### config.mk
export PLATFORM = sky130hd
export DESIGN_NAME = disparity_winner_take_all
export DESIGN_NICKNAME = d
export VERILOG_FILES = /design/src/sv/dwta_pkg.sv /design/src/sv/dwta_ctrl.sv /design/src/sv/dwta_dp.sv /design/src/sv/disparity_winner_take_all.sv
export SDC_FILE = /design/constraint.sdc
export NUM_CORES = 1
export LEC_CHECK = 0
export ABC_CLOCK_PERIOD_IN_PS = 8250
export BUFFER_PORTS_ARGS = -buffer_cell sky130_fd_sc_hd__buf_2
export CORE_ASPECT_RATIO = 0.7
export CORE_MARGIN = 1.5
export CORE_UTILIZATION = 50
export CTS_BUF_LIST = sky130_fd_sc_hd__clkbuf_16
export CTS_CLUSTER_DIAMETER = 80
export CTS_CLUSTER_SIZE = 8
export DETAILED_ROUTE_END_ITERATION = 10
export GPL_TIMING_DRIVEN = 0
export HOLD_SLACK_MARGIN = 0.05
export PLACE_DENSITY_LB_ADDON = 0.1
export SLEW_MARGIN = 25
export SYNTH_ARGS = -nofsm -noshare
export SYNTH_HDL_FRONTEND = slang
export SYNTH_SLANG_ARGS = --single-unit
### constraint.sdc
create_clock -name clk_i -period 8.25 [get_ports clk_i]
set_input_delay 0.825 -clock clk_i [delete_from_list [all_inputs] [get_ports clk_i]]
set_output_delay 0.825 -clock clk_i [all_outputs]
set_load 0.01 [all_outputs]
### src/sv/dwta_pkg.sv
// Shared constants and controller/datapath interface types for the disparity selector.
package dwta_pkg;

  localparam int MAX_LEVELS = 128;
  localparam int LEVEL_W    = $clog2(MAX_LEVELS);
  localparam int CNT_W      = $clog2(MAX_LEVELS + 1);

  localparam int COST_W = 8;
  localparam int NUM_W  = 8;
  localparam int DISP_W = 16;
  localparam int CONF_W = 8;
  localparam int FRAC_W = 8;

  localparam logic [COST_W-1:0] COST_MAX   = 8'hFF;
  localparam logic [NUM_W-1:0]  NUM_RESET  = 8'd128;

  // Shared restoring divider: 17-bit dividend, 11-bit divisor, one quotient bit per cycle.
  localparam int DIVN_W    = 17;
  localparam int DIVD_W    = 11;
  localparam int DIV_STEPS = DIVN_W;
  localparam int STEP_W    = $clog2(DIV_STEPS);

  typedef struct packed {
    logic acc;            // take one cost beat
    logic div_load_conf;  // start confidence division from pixel snapshot
    logic div_load_disp;  // keep confidence, start subpixel division
    logic div_step;       // one restoring division step
    logic out_load;       // build result into output register
  } dwta_cmd_t;

  typedef struct packed {
    logic last_level;     // current cost beat closes the pixel
  } dwta_sts_t;

endpackage

### src/sv/dwta_ctrl.sv
// Controller: sequences level accumulation, the two divisions and the output load.
module dwta_ctrl import dwta_pkg::*; (
  input  logic      clk_i,
  input  logic      rst_ni,
  input  logic      in_valid_i,
  output logic      in_stall_o,
  output logic      out_valid_o,
  input  logic      out_stall_i,
  input  dwta_sts_t sts_i,
  output dwta_cmd_t cmd_o
);

  localparam logic [2:0] ST_ACC  = 3'd0;
  localparam logic [2:0] ST_LDC  = 3'd1;
  localparam logic [2:0] ST_DIVC = 3'd2;
  localparam logic [2:0] ST_LDD  = 3'd3;
  localparam logic [2:0] ST_DIVD = 3'd4;
  localparam logic [2:0] ST_DONE = 3'd5;

  localparam logic [STEP_W-1:0] STEP_LAST = STEP_W'(DIV_STEPS - 1);

  logic [2:0]        state_q, state_d;
  logic [STEP_W-1:0] step_q, step_d;
  logic              out_valid_q, out_valid_d;
  logic              out_free;

  assign out_free    = !out_valid_q || !out_stall_i;
  assign out_valid_o = out_valid_q;
  assign in_stall_o  = (state_q != ST_ACC);

  always_comb begin
    state_d = state_q;
    step_d  = step_q;
    cmd_o   = '0;
    case (state_q)
      ST_ACC: begin
        if (in_valid_i) begin
          cmd_o.acc = 1'b1;
          if (sts_i.last_level) state_d = ST_LDC;
        end
      end
      ST_LDC: begin
        cmd_o.div_load_conf = 1'b1;
        step_d  = '0;
        state_d = ST_DIVC;
      end
      ST_DIVC: begin
        cmd_o.div_step = 1'b1;
        step_d = step_q + STEP_W'(1);
        if (step_q == STEP_LAST) state_d = ST_LDD;
      end
      ST_LDD: begin
        cmd_o.div_load_disp = 1'b1;
        step_d  = '0;
        state_d = ST_DIVD;
      end
      ST_DIVD: begin
        cmd_o.div_step = 1'b1;
        step_d = step_q + STEP_W'(1);
        if (step_q == STEP_LAST) state_d = ST_DONE;
      end
      ST_DONE: begin
        // hold the result until the output register frees up
        if (out_free) begin
          cmd_o.out_load = 1'b1;
          state_d = ST_ACC;
        end
      end
      default: begin
        state_d = ST_ACC;
      end
    endcase
  end

  always_comb begin
    out_valid_d = out_valid_q;
    if (cmd_o.out_load) begin
      out_valid_d = 1'b1;
    end else if (out_valid_q && !out_stall_i) begin
      out_valid_d = 1'b0;
    end
  end

  always_ff @(posedge clk_i or negedge rst_ni) begin
    if (!rst_ni) begin
      state_q     <= ST_ACC;
      step_q      <= '0;
      out_valid_q <= 1'b0;
    end else begin
      state_q     <= state_d;
      step_q      <= step_d;
      out_valid_q <= out_valid_d;
    end
  end

endmodule

### src/sv/dwta_dp.sv
// Datapath: per-pixel cost tracking, pixel snapshot, serial divider and result register.
module dwta_dp import dwta_pkg::*; (
  input  logic              clk_i,
  input  logic              rst_ni,
  input  logic              cfg_we_i,
  input  logic [NUM_W-1:0]  cfg_wdata_i,
  input  logic [COST_W-1:0] cost_i,
  input  dwta_cmd_t         cmd_i,
  output dwta_sts_t         sts_o,
  output logic [DISP_W-1:0] disparity_q8_o,
  output logic [CONF_W-1:0] confidence_o
);

  logic [NUM_W-1:0]   num_levels_q;
  logic [CNT_W-1:0]   n_eff;

  // Per-pixel tracking state.
  logic [CNT_W-1:0]   count_q, count_d;
  logic [COST_W-1:0]  low_q, low_d, sec_q, sec_d, thr_q, thr_d;
  logic [LEVEL_W-1:0] best_q, best_d, sec_lvl_q, sec_lvl_d;
  logic [COST_W-1:0]  prev_q, before_q, before_d, after_q, after_d;
  logic               pend_q, pend_d;
  logic [CNT_W:0]     cnt_inc;
  logic [LEVEL_W-1:0] lvl;
  logic               last;

  // Snapshot of the closed pixel.
  logic [LEVEL_W-1:0] s_best_q;
  logic [COST_W-1:0]  s_low_q, s_comp_q, s_before_q, s_after_q;
  logic               s_adj_q;
  logic               adj_d;
  logic [LEVEL_W:0]   best_ext, sec_ext;

  // Operand formation from the snapshot.
  logic signed [DIVD_W-1:0] den;
  logic                     den_pos;
  logic [COST_W-1:0]        mag, gap;
  logic                     neg;
  logic                     conf_ok;
  logic [DIVN_W-1:0]        conf_num, disp_num;

  // Divider.
  logic [DIVD_W-1:0] rem_q, dsr_q;
  logic [DIVN_W-1:0] quo_q;
  logic [DIVD_W:0]   rem_sh;
  logic              fits;

  logic              frac_q, neg_q;
  logic [CONF_W-1:0] conf_q;
  logic [DISP_W-1:0] base, qd, disp;

  // Saturate the level count register into the legal range.
  always_comb begin
    if (num_levels_q == '0) begin
      n_eff = CNT_W'(1);
    end else if (int'(num_levels_q) > MAX_LEVELS) begin
      n_eff = CNT_W'(MAX_LEVELS);
    end else begin
      n_eff = CNT_W'(num_levels_q);
    end
  end

  assign cnt_inc         = {1'b0, count_q} + (CNT_W+1)'(1);
  assign last            = cnt_inc >= {1'b0, n_eff};
  assign lvl             = count_q[LEVEL_W-1:0];
  assign sts_o.last_level = last;

  always_comb begin
    low_d     = low_q;
    sec_d     = sec_q;
    thr_d     = thr_q;
    best_d    = best_q;
    sec_lvl_d = sec_lvl_q;
    before_d  = before_q;
    after_d   = after_q;
    pend_d    = pend_q;
    count_d   = cnt_inc[CNT_W-1:0];
    if (cost_i < low_q) begin
      sec_lvl_d = best_q;
      best_d    = lvl;
      thr_d     = sec_q;
      sec_d     = low_q;
      low_d     = cost_i;
      before_d  = (count_q != '0) ? prev_q : COST_MAX;
      after_d   = COST_MAX;
      pend_d    = 1'b1;
    end else begin
      if (pend_q) begin
        after_d = cost_i;
        pend_d  = 1'b0;
      end
      if (cost_i < sec_q) begin
        sec_lvl_d = lvl;
        thr_d     = sec_q;
        sec_d     = cost_i;
      end else if (cost_i < thr_q) begin
        thr_d = cost_i;
      end
    end
  end

  // compare one bit wider so the top level never wraps onto level 0
  assign best_ext = {1'b0, best_d};
  assign sec_ext  = {1'b0, sec_lvl_d};
  assign adj_d    = (best_ext + (LEVEL_W+1)'(1) == sec_ext) ||
                    (sec_ext + (LEVEL_W+1)'(1) == best_ext);

  always_ff @(posedge clk_i or negedge rst_ni) begin
    if (!rst_ni) begin
      num_levels_q <= NUM_RESET;
    end else if (cfg_we_i) begin
      num_levels_q <= cfg_wdata_i;
    end
  end

  always_ff @(posedge clk_i or negedge rst_ni) begin
    if (!rst_ni) begin
      count_q   <= '0;
      low_q     <= COST_MAX;
      sec_q     <= COST_MAX;
      thr_q     <= COST_MAX;
      best_q    <= '0;
      sec_lvl_q <= '0;
      prev_q    <= COST_MAX;
      before_q  <= COST_MAX;
      after_q   <= COST_MAX;
      pend_q    <= 1'b0;
    end else if (cmd_i.acc) begin
      if (last) begin
        // close the pixel and start the next one clean
        count_q   <= '0;
        low_q     <= COST_MAX;
        sec_q     <= COST_MAX;
        thr_q     <= COST_MAX;
        best_q    <= '0;
        sec_lvl_q <= '0;
        prev_q    <= COST_MAX;
        before_q  <= COST_MAX;
        after_q   <= COST_MAX;
        pend_q    <= 1'b0;
      end else begin
        count_q   <= count_d;
        low_q     <= low_d;
        sec_q     <= sec_d;
        thr_q     <= thr_d;
        best_q    <= best_d;
        sec_lvl_q <= sec_lvl_d;
        prev_q    <= cost_i;
        before_q  <= before_d;
        after_q   <= after_d;
        pend_q    <= pend_d;
      end
    end
  end

  always_ff @(posedge clk_i) begin
    if (cmd_i.acc && last) begin
      s_best_q   <= best_d;
      s_low_q    <= low_d;
      s_comp_q   <= adj_d ? thr_d : sec_d;
      s_before_q <= before_d;
      s_after_q  <= after_d;
      s_adj_q    <= adj_d;
    end
  end

  assign den = $signed({3'b000, s_before_q}) + $signed({3'b000, s_after_q})
             - $signed({2'b00, s_low_q, 1'b0});
  assign den_pos = !den[DIVD_W-1] && (den != '0);
  assign neg     = s_before_q < s_after_q;
  assign mag     = neg ? (s_after_q - s_before_q) : (s_before_q - s_after_q);
  // 2*128*|before-after| + den
  assign disp_num = {1'b0, mag, 8'b0} + DIVN_W'(den[DIVD_W-2:0]);

  assign conf_ok  = (s_comp_q != '0) && (s_comp_q >= s_low_q);
  assign gap      = s_comp_q - s_low_q;
  assign conf_num = {1'b0, gap, 8'b0} - DIVN_W'(gap);

  assign rem_sh = {rem_q, quo_q[DIVN_W-1]};
  assign fits   = rem_sh >= {1'b0, dsr_q};

  always_ff @(posedge clk_i) begin
    if (cmd_i.div_load_conf) begin
      rem_q <= '0;
      quo_q <= conf_num;
      dsr_q <= DIVD_W'(s_comp_q);
    end else if (cmd_i.div_load_disp) begin
      rem_q <= '0;
      quo_q <= disp_num;
      dsr_q <= {den[DIVD_W-2:0], 1'b0};
    end else if (cmd_i.div_step) begin
      if (fits) begin
        rem_q <= DIVD_W'(rem_sh - {1'b0, dsr_q});
      end else begin
        rem_q <= rem_sh[DIVD_W-1:0];
      end
      quo_q <= {quo_q[DIVN_W-2:0], fits};
    end
  end

  always_ff @(posedge clk_i) begin
    if (cmd_i.div_load_disp) begin
      conf_q <= conf_ok ? quo_q[CONF_W-1:0] : '0;
      frac_q <= s_adj_q && den_pos;
      neg_q  <= neg;
    end
  end

  assign base = DISP_W'({s_best_q, {FRAC_W{1'b0}}});
  assign qd   = frac_q ? quo_q[DISP_W-1:0] : '0;
  // pull toward the side with the higher neighbor cost
  assign disp = neg_q ? (base + qd) : (base - qd);

  always_ff @(posedge clk_i) begin
    if (cmd_i.out_load) begin
      disparity_q8_o <= disp;
      confidence_o   <= conf_q;
    end
  end

endmodule

### src/sv/disparity_winner_take_all.sv
// Winner-take-all disparity selector with parabolic subpixel refinement (top level).
//
// Usage:
// - cost_i carries one matching cost per beat on the in channel (in_valid_i /
//   in_stall_o), levels of one pixel in order, num_levels beats per pixel.
// - cfg_we_i / cfg_wdata_i write num_levels (0 acts as 1, values above 128 act
//   as 128); write it only while the block is idle.
// - One result per pixel leaves on the out channel (out_valid_o / out_stall_i):
//   disparity_q8_o in signed Q8 and confidence_o in 0..255.
// - Level beats are taken one per cycle while in_stall_o is low. After the
//   last level of a pixel the input stalls while one shared restoring divider
//   runs twice, 17 quotient bits each (confidence, then subpixel offset), with
//   a load step before each run; then the result enters the output register,
//   out_valid_o rises and the input is taken again.
// - A finished result waits in the output register while the next pixel's
//   levels are taken; if the receiver still stalls when the next pixel's
//   divisions finish, the input stalls until the output register is taken.
// - Reset sets num_levels to 128, clears the per-pixel state and drops out_valid_o.
module disparity_winner_take_all import dwta_pkg::*; (
  input  logic              clk_i,
  input  logic              rst_ni,
  input  logic              cfg_we_i,
  input  logic [NUM_W-1:0]  cfg_wdata_i,
  input  logic              in_valid_i,
  output logic              in_stall_o,
  input  logic [COST_W-1:0] cost_i,
  output logic              out_valid_o,
  input  logic              out_stall_i,
  output logic [DISP_W-1:0] disparity_q8_o,
  output logic [CONF_W-1:0] confidence_o
);

  dwta_cmd_t cmd;
  dwta_sts_t sts;

  dwta_ctrl u_ctrl (
    .clk_i       (clk_i),
    .rst_ni      (rst_ni),
    .in_valid_i  (in_valid_i),
    .in_stall_o  (in_stall_o),
    .out_valid_o (out_valid_o),
    .out_stall_i (out_stall_i),
    .sts_i       (sts),
    .cmd_o       (cmd)
  );

  dwta_dp u_dp (
    .clk_i          (clk_i),
    .rst_ni         (rst_ni),
    .cfg_we_i       (cfg_we_i),
    .cfg_wdata_i    (cfg_wdata_i),
    .cost_i         (cost_i),
    .cmd_i          (cmd),
    .sts_o          (sts),
    .disparity_q8_o (disparity_q8_o),
    .confidence_o   (confidence_o)
  );

endmodule

==> reports/metrics.cfg, run 1 <==
[die]
rows=49
pin_count=47
die-area_mm2=0.0275
start_util_pct=51.2
coreArea_mm2=0.0259
die_y_um=139
floorplan.die.width_um=197

[worst_setup_path]
cp.arrival_ns=4.82
cp.required_ns=8.55
r2r-end=u_dp.s_best_q[3]$_DFFE_PP_
timing.rr.start=u_dp.num_levels_q[1]$_DFFE_PN0P_
rrSetupSlack_ns=3.73
cp_max_fo=24
setup.worst_path.start_class=register
critPathKind=reg -> reg
endpoint_kind=register
reg2reg_depth=15

[power_and_ir_drop]
p_int_mw=3.31
leakagePower_nw=6.39
seqPwrFrac_pct=30.3
peakVddDrop_mv=0.194
total_power_mw=5.95
combPwrFrac_pct=51.9
netSwitchingPower_mw=2.64
powerDensity_mw_per_mm2=401
netSwitchingFraction_pct=44.4
clkPwrFrac_pct=17.8

[synth]
synth_edf_count=99
ys.flop_type=edfxtp_1
netlist_area_mm2=0.0132
yosys_warnings=0
synth_fp_nets=1555
synth.largest_area_cell=edfxtp_1
ys_top_cells_by_area=edfxtp_1, dfstp_2, ha_1, dfrtp_1, nand2_1
syn_area_per_cell_um2=9.29
synth_top_area_share_pct=22.5
yosysSeqAreaShare_pct=41.7
ys_ff_latch=201
synth_cell_types=88
async_reset_ff_share_pct=43.8
synth_cells=1425

[min_path]
hold_path_class=in -> async

[routing]
drt_iter0_drc=1030
dr.pass1.iters=5
ant_nets=0
wl_um=35800
num_vias=10800
routedWlPerCell_um=19.0
drcViolationCount=0
vias_per_cell=5.75

[placement]
hpwl_um=27000
place_congestion=0.916
port_buffers=45
place_area_mm2=0.0140
place_ws_ns=3.40

[global_routing]
first_global_vias=10200
grt_pass1_wl_um=56300
antenna_found_initial=0
grt_max_degree=60
grt_usage_pct=26.5
grt-ovfl-total=0

[sta]
slew-limit-headroom_pct=36.3
timing_hold_violations_final=0
fin_tns_setup_ns=0
report.final.slew_viol_count=0
clock.fmax_ghz=0.221
worst_pin_slew_ns=0.955
fin_crit_sh_pct=54.8
setup_violations=0
fin_skew_ns=0.0266
fin_ws_ns=3.73
rsz0062_at_grt=no
min_period_ns=4.52

[clock_tree]
clkTransAtPathRegs_ns=0.06
root_buffer=clkbuf_16
cts_tree=yes
post_cts_resized=0
clock_insertion_delay_worst_skew_ns=0.56
cts_sinks=201
htreeDepth=1
cts_hold_buf=0
clock_path_buffers=3
post_cts_buffers=0
cts-buffers-inserted=29

[layout]
drive_above_1_share_pct=12.4
num_antenna_cells=0
design_area_mm2=0.0149
fin_util_pct=57.4
synthToLayoutAreaGrowth_pct=12.2
nNetsFinal=1635

[run]
cap_violations=0

[run_status]
run_status=complete, no violations

## how the worst max path moves through the flow
stage,startpoint,endpoint,cells past startpoint
global placement,u_dp.count_q[2]$_DFFE_PN0P_,u_dp.s_best_q[3]$_DFFE_PP_,11
CTS,u_dp.num_levels_q[1]$_DFFE_PN0P_,u_dp.s_comp_q[0]$_DFFE_PP_,15
finish,u_dp.num_levels_q[1]$_DFFE_PN0P_,u_dp.s_best_q[3]$_DFFE_PP_,15
floorplan,u_dp.count_q[2]$_DFFE_PN0P_,u_dp.s_adj_q$_DFFE_PP_,11
detailed placement,cost_i[7],u_dp.s_comp_q[3]$_DFFE_PP_,15
global route,u_dp.num_levels_q[1]$_DFFE_PN0P_,u_dp.s_comp_q[4]$_DFFE_PP_,15
## routing by layer
layer	routed length [µm]	track usage, %	up-vias	part of all wire (%)
li1	-	-	5168	-
met1	17400	40.9	5225	49
met2	14600	37.3	379	41
met3	3150	6.18	41	8.8
met4	650	5.75	0	1.8
met5	0	0	-	0
## metrics by stage
stage / hold WS [ns] / cells
detailed placement: 0.405 / 1831
finish: 0.165 / 1882
global route: 0.163 / 1882
CTS: 0.144 / 1882
global placement: 0.404 / 1827
floorplan: 0.400 / 1425
## cells in the final DEF (no fill, tap or decap), types with 22 or more instances in the layout
| cell | netlist | final |
|---|---|---|
| a21o_1 | 23 | 23 |
| a21oi_1 | 107 | 105 |
| a31oi_1 | 25 | 25 |
| buf_2 | 5 | 49 |
| clkbuf_1 | 51 | 51 |
| clkbuf_16 | 0 | 29 |
| dfrtp_1 | 39 | 39 |
| dfstp_2 | 49 | 49 |
| edfxtp_1 | 99 | 99 |
| ha_1 | 96 | 96 |
| inv_1 | 127 | 148 |
| mux2i_1 | 40 | 40 |
| nand2_1 | 165 | 165 |
| nand3_1 | 23 | 23 |
| nor2_1 | 141 | 140 |
| o21ai_0 | 92 | 92 |
| xnor2_1 | 40 | 40 |
| xor2_1 | 22 | 22 |
## flip-flops by register name (all words and copies together) (netlist names), 11 cells and up
signal and cells:
u_dp.quo_q 17, u_dp.disparity_q8_o 16, u_dp.dsr_q 11, u_dp.rem_q 11
## cell families (layout without fill, tap and decap cells)
logic type               count (synthesis)  count (layout)  share of synthesized area (%)
XOR/XNOR                                64              64                           4.35
adder cells (fa/ha/maj)                109             109                           11.0
multiplexers                            59              59                           4.72
AND/OR/NAND/NOR                        426             426                           14.4
buffers and inverters                  195             295                           5.77
flip-flops                             201             201                           41.7
AO/OA/AOI/OAI                          371             371                           18.0
## synth_stat cells, types with 4 or more instances
| cell | count |
|---|---|
| a2111oi_0 | 5 |
| a211oi_1 | 5 |
| a21boi_0 | 5 |
| a21o_1 | 23 |
| a21oi_1 | 107 |
| a22o_1 | 4 |
| a22oi_1 | 5 |
| a311oi_1 | 5 |
| a31oi_1 | 25 |
| and2_1 | 12 |
| and3_1 | 9 |
| buf_1 | 4 |
| buf_2 | 5 |
| clkbuf_1 | 51 |
| dfrtp_1 | 39 |
| dfstp_2 | 49 |
| dfxtp_1 | 14 |
| edfxtp_1 | 99 |
| fa_1 | 13 |
| ha_1 | 96 |
| inv_1 | 127 |
| mux2_2 | 17 |
| mux2i_1 | 40 |
| nand2_1 | 165 |
| nand2b_1 | 17 |
| nand3_1 | 23 |
| nand4_1 | 7 |
| nor2_1 | 141 |
| nor2b_1 | 8 |
| nor3_1 | 13 |
| nor4_1 | 8 |
| o211ai_1 | 4 |
| o21a_1 | 7 |
| o21ai_0 | 92 |
| o21ai_1 | 16 |
| o21bai_1 | 11 |
| o22ai_1 | 5 |
| o311ai_0 | 4 |
| o31ai_1 | 12 |
| o31ai_4 | 4 |
| xnor2_1 | 40 |
| xor2_1 | 22 |
## worst max-delay path, cell delays in order (launching register included)
cell	delay (ns)
dfrtp_1	0.41
nor4_1	0.38
a21oi_1	0.12
nor2_1	0.14
ha_1	0.24
nand2b_1	0.14
a21o_1	0.18
a21o_1	0.18
a21o_1	0.19
a21o_1	0.17
a21o_1	0.16
a21o_1	0.18
a21oi_1	0.74
clkbuf_1	0.51
nor2_4	0.23
buf_16	0.25
## final cells by class
class | count | area, µm²
fillers | 2320 | 11000
multi-input cells | 1029 | 6990
flip-flops and latches | 201 | 5520
clock buffers | 29 | 726
inverters | 131 | 492
well taps | 357 | 447
repair buffers | 49 | 322
plain buffers | 64 | 273
clock inverters | 22 | 87.6
## power groups by stage
stage	sequential [mW]	clock, mW	combinational, mW
detailed placement	1.81	0	3.02
global placement	1.81	0	2.95
finish	1.80	1.06	3.08
CTS	1.80	1.09	3.03
global route	1.84	1.13	3.41
floorplan	1.73	0	2.20
(Power assumes the default switching activity.)
==> run 2: changes to the inputs <==
- ABC_CLOCK_PERIOD_IN_PS: 8250 -> 4000
- clock period: 8.25 -> 4 ns (I/O delays scaled with it)
==> run 2 against run 1 <==
Count of clock-buffer cells in the layout unchanged; core utilization increased by 2.7 points; sequential cell count unchanged; non-clock buffer count increased by 35; sequential power increased by 110%; register-to-register slack got worse by 3.6 ns; critical path depth decreased by 1; wire length increased by 2.1%; worst setup slack got worse by 3.6 ns; highest routed layer unchanged.
==> reports/metrics.cfg, run 2 (same netlist as run 1, synthesis figures left out) <==
[clock_tree]
cts-buffers-inserted=29  ; unchanged
cts_tree=yes  ; unchanged
root_buffer=clkbuf_16  ; unchanged
htreeDepth=1  ; unchanged
clock_insertion_delay_worst_skew_ns=0.55  ; was 0.56 ns
clock_path_buffers=3  ; unchanged
cts_sinks=201  ; unchanged
clkTransAtPathRegs_ns=0.05  ; was 0.06 ns

[routing]
vias_per_cell=5.70  ; was 5.75
wl_um=36500  ; was 35800 µm
drt_iter0_drc=805  ; was 1030
ant_nets=0  ; unchanged
num_vias=10900  ; was 10800
dr.pass1.iters=7  ; was 5
routedWlPerCell_um=19.0  ; about the same
drcViolationCount=0  ; unchanged

[die]
die-area_mm2=0.0275  ; unchanged
pin_count=47  ; unchanged
floorplan.die.width_um=197  ; unchanged
rows=49  ; unchanged
die_y_um=139  ; unchanged
coreArea_mm2=0.0259  ; unchanged
start_util_pct=51.2  ; unchanged

[power_and_ir_drop]
leakagePower_nw=6.66  ; was 6.39 nW
seqPwrFrac_pct=28.0  ; was 30.3%
combPwrFrac_pct=55.5  ; was 51.9%
clkPwrFrac_pct=16.5  ; was 17.8%
netSwitchingPower_mw=5.81  ; was 2.64 mW
peakVddDrop_mv=0.555  ; was 0.194 mV
netSwitchingFraction_pct=43.7  ; was 44.4%
p_int_mw=7.47  ; was 3.31 mW
powerDensity_mw_per_mm2=855  ; was 401 mW/mm²

[worst_setup_path]
endpoint_kind=register  ; unchanged
setup.worst_path.start_class=register  ; unchanged
critPathKind=reg -> reg  ; unchanged
timing.rr.start=u_dp.sec_q[7]$_DFFE_PN1P_  ; was u_dp.num_levels_q[1]$_DFFE_PN0P_
cp.arrival_ns=4.29  ; was 4.82 ns
crit_start=u_dp.sec_q[7]$_DFFE_PN1P_  ; was u_dp.num_levels_q[1]$_DFFE_PN0P_
cp_max_fo=5  ; was 24
cp.required_ns=4.38  ; was 8.55 ns

[sta]
worst_pin_slew_ns=1.01  ; was 0.955 ns
clock.fmax_ghz=0.256  ; was 0.221 GHz
setup_violations=0  ; unchanged
min_period_ns=3.91  ; was 4.52 ns
report.final.slew_viol_count=0  ; unchanged
slew-limit-headroom_pct=32.8  ; was 36.3%
fin_ws_ns=0.0939  ; was 3.73 ns
fin_skew_ns=0.0137  ; was 0.0266 ns
timing_hold_violations_final=0  ; unchanged
whs_ns=0.0843  ; was 0.165 ns
fin_crit_sh_pct=97.7  ; was 54.8%

[layout]
layout_commonest_cell=nand2_1  ; unchanged
final_cell_mix=nand2_1, inv_1, nor2_1, a21oi_1, edfxtp_1  ; unchanged
fin_util_pct=60.1  ; was 57.4%
regArea_mm2=0.00552  ; unchanged
largest_register_ffs=17  ; unchanged
multi_input_area_mm2=0.00734  ; was 0.00699 mm²
nNetsFinal=1670  ; was 1635
fillers=2277  ; was 2320
drive_above_1_share_pct=17.8  ; was 12.4%
top_register=u_dp.quo_q  ; unchanged
largestRegisters=u_dp.quo_q: 17 flops, u_dp.disparity_q8_o: 16 flops  ; unchanged
synthToLayoutAreaGrowth_pct=17.4  ; was 12.2%
num_antenna_cells=0  ; unchanged

[min_path]
hold_start=cfg_wdata_i[1]
hold_path_class=in -> reg  ; was in -> async

[placement]
port_buffers=45  ; unchanged
place_ws_ns=-0.416  ; was 3.40 ns
hpwl_um=27000  ; about the same
place_congestion=0.913  ; was 0.916

[run_status]
run_status=complete, no violations  ; unchanged

[global_routing]
grt_max_degree=66  ; was 60
grt_pass1_wl_um=57200  ; was 56300 µm
first_global_vias=10400  ; was 10200
grt-ovfl-total=0  ; unchanged
antenna_found_initial=0  ; unchanged
grt_usage_pct=26.8  ; was 26.5%

[run]
cap_violations=0  ; unchanged

==> run 2: worst max-delay path: stages, from the launching register on <==
cell and delay [ns]:
dfstp_2 0.55, inv_1 0.05, ha_1 0.33, nand4_1 0.25, buf_4 0.23, o311a_1 0.40
o31ai_4 0.43, nor3_1 0.11, mux2_2 0.28, a22oi_1 0.18, nand4b_1 0.14, o21ai_2 0.23
buf_6 0.14, buf_12 0.14, mux2i_4 0.26
==> run 2: power by group through the flow <==
stage / clock network (mW) / registers (mW) / logic [mW]
5_1_grt: 2.32 / 3.80 / 8.03
6_report: 2.20 / 3.72 / 7.37
2_1_floorplan: 0 / 3.57 / 4.54
4_1_cts: 2.25 / 3.71 / 6.31
3_3_place_gp: 0 / 3.72 / 6.09
3_5_place_dp: 0 / 3.74 / 6.22
==> run 2: area by class of cell <==
class | instances | area share [%]
sequential | 201 | 35.5
tap | 357 | 2.87
clock buffer | 29 | 4.67
timing repair buffer | 87 | 4.21
multi-input combinational | 1029 | 47.2
clock inverter | 23 | 0.588
inverter | 131 | 3.16
buffer | 61 | 1.78
==> run 2: through the flow <==
stage	setup TNS, ns	total power, mW	instance area [µm²]	std cells
after floorplan	0	8.11	13200	1425
after global placement	-26.23	9.81	13900	1827
after detailed placement	-16.34	9.96	14000	1831
after CTS	0	12.3	14900	1885
after global routing	-0.146	14.2	15500	1918
final	0	13.3	15500	1918
==> run 2: path summary, 6_finish.rpt <==
kind                       slack (ns)                               end  depth (start not counted)
max                              0.09        u_dp.s_comp_q[5]$_DFFE_PP_                         14
min                              0.08  u_dp.num_levels_q[1]$_DFFE_PN0P_                          2
max reg2reg                      0.09        u_dp.s_comp_q[5]$_DFFE_PP_                         14
min reg2reg                      0.41    u_dp.confidence_o[7]$_DFFE_PP_                          0
max in group asynchronous        3.05         u_dp.low_q[1]$_DFFE_PN1P_                          3
min in group asynchronous        0.28      u_ctrl.step_q[0]$_DFFE_PN0P_                          2
==> run 2: per-layer routing <==
metal | wire length, µm | share of wire [%] | vias up | GRT usage [%]
li1 | - | - | 5244 | -
met1 | 18000 | 49 | 5269 | 41.0
met2 | 15000 | 41 | 363 | 37.6
met3 | 2810 | 7.7 | 55 | 6.23
met4 | 747 | 2.0 | 0 | 6.83
met5 | 0 | 0 | - | 0
==> run 2: what timing repair did <==
item                                    4_1_cts  5_1_grt
hold buffers                                  1        0
hold endpoints to repair                     23        0
pin swaps                                     9       29
endpoints found under the setup margin       56       89
setup buffers                                 2       35
resized for setup                            18       64
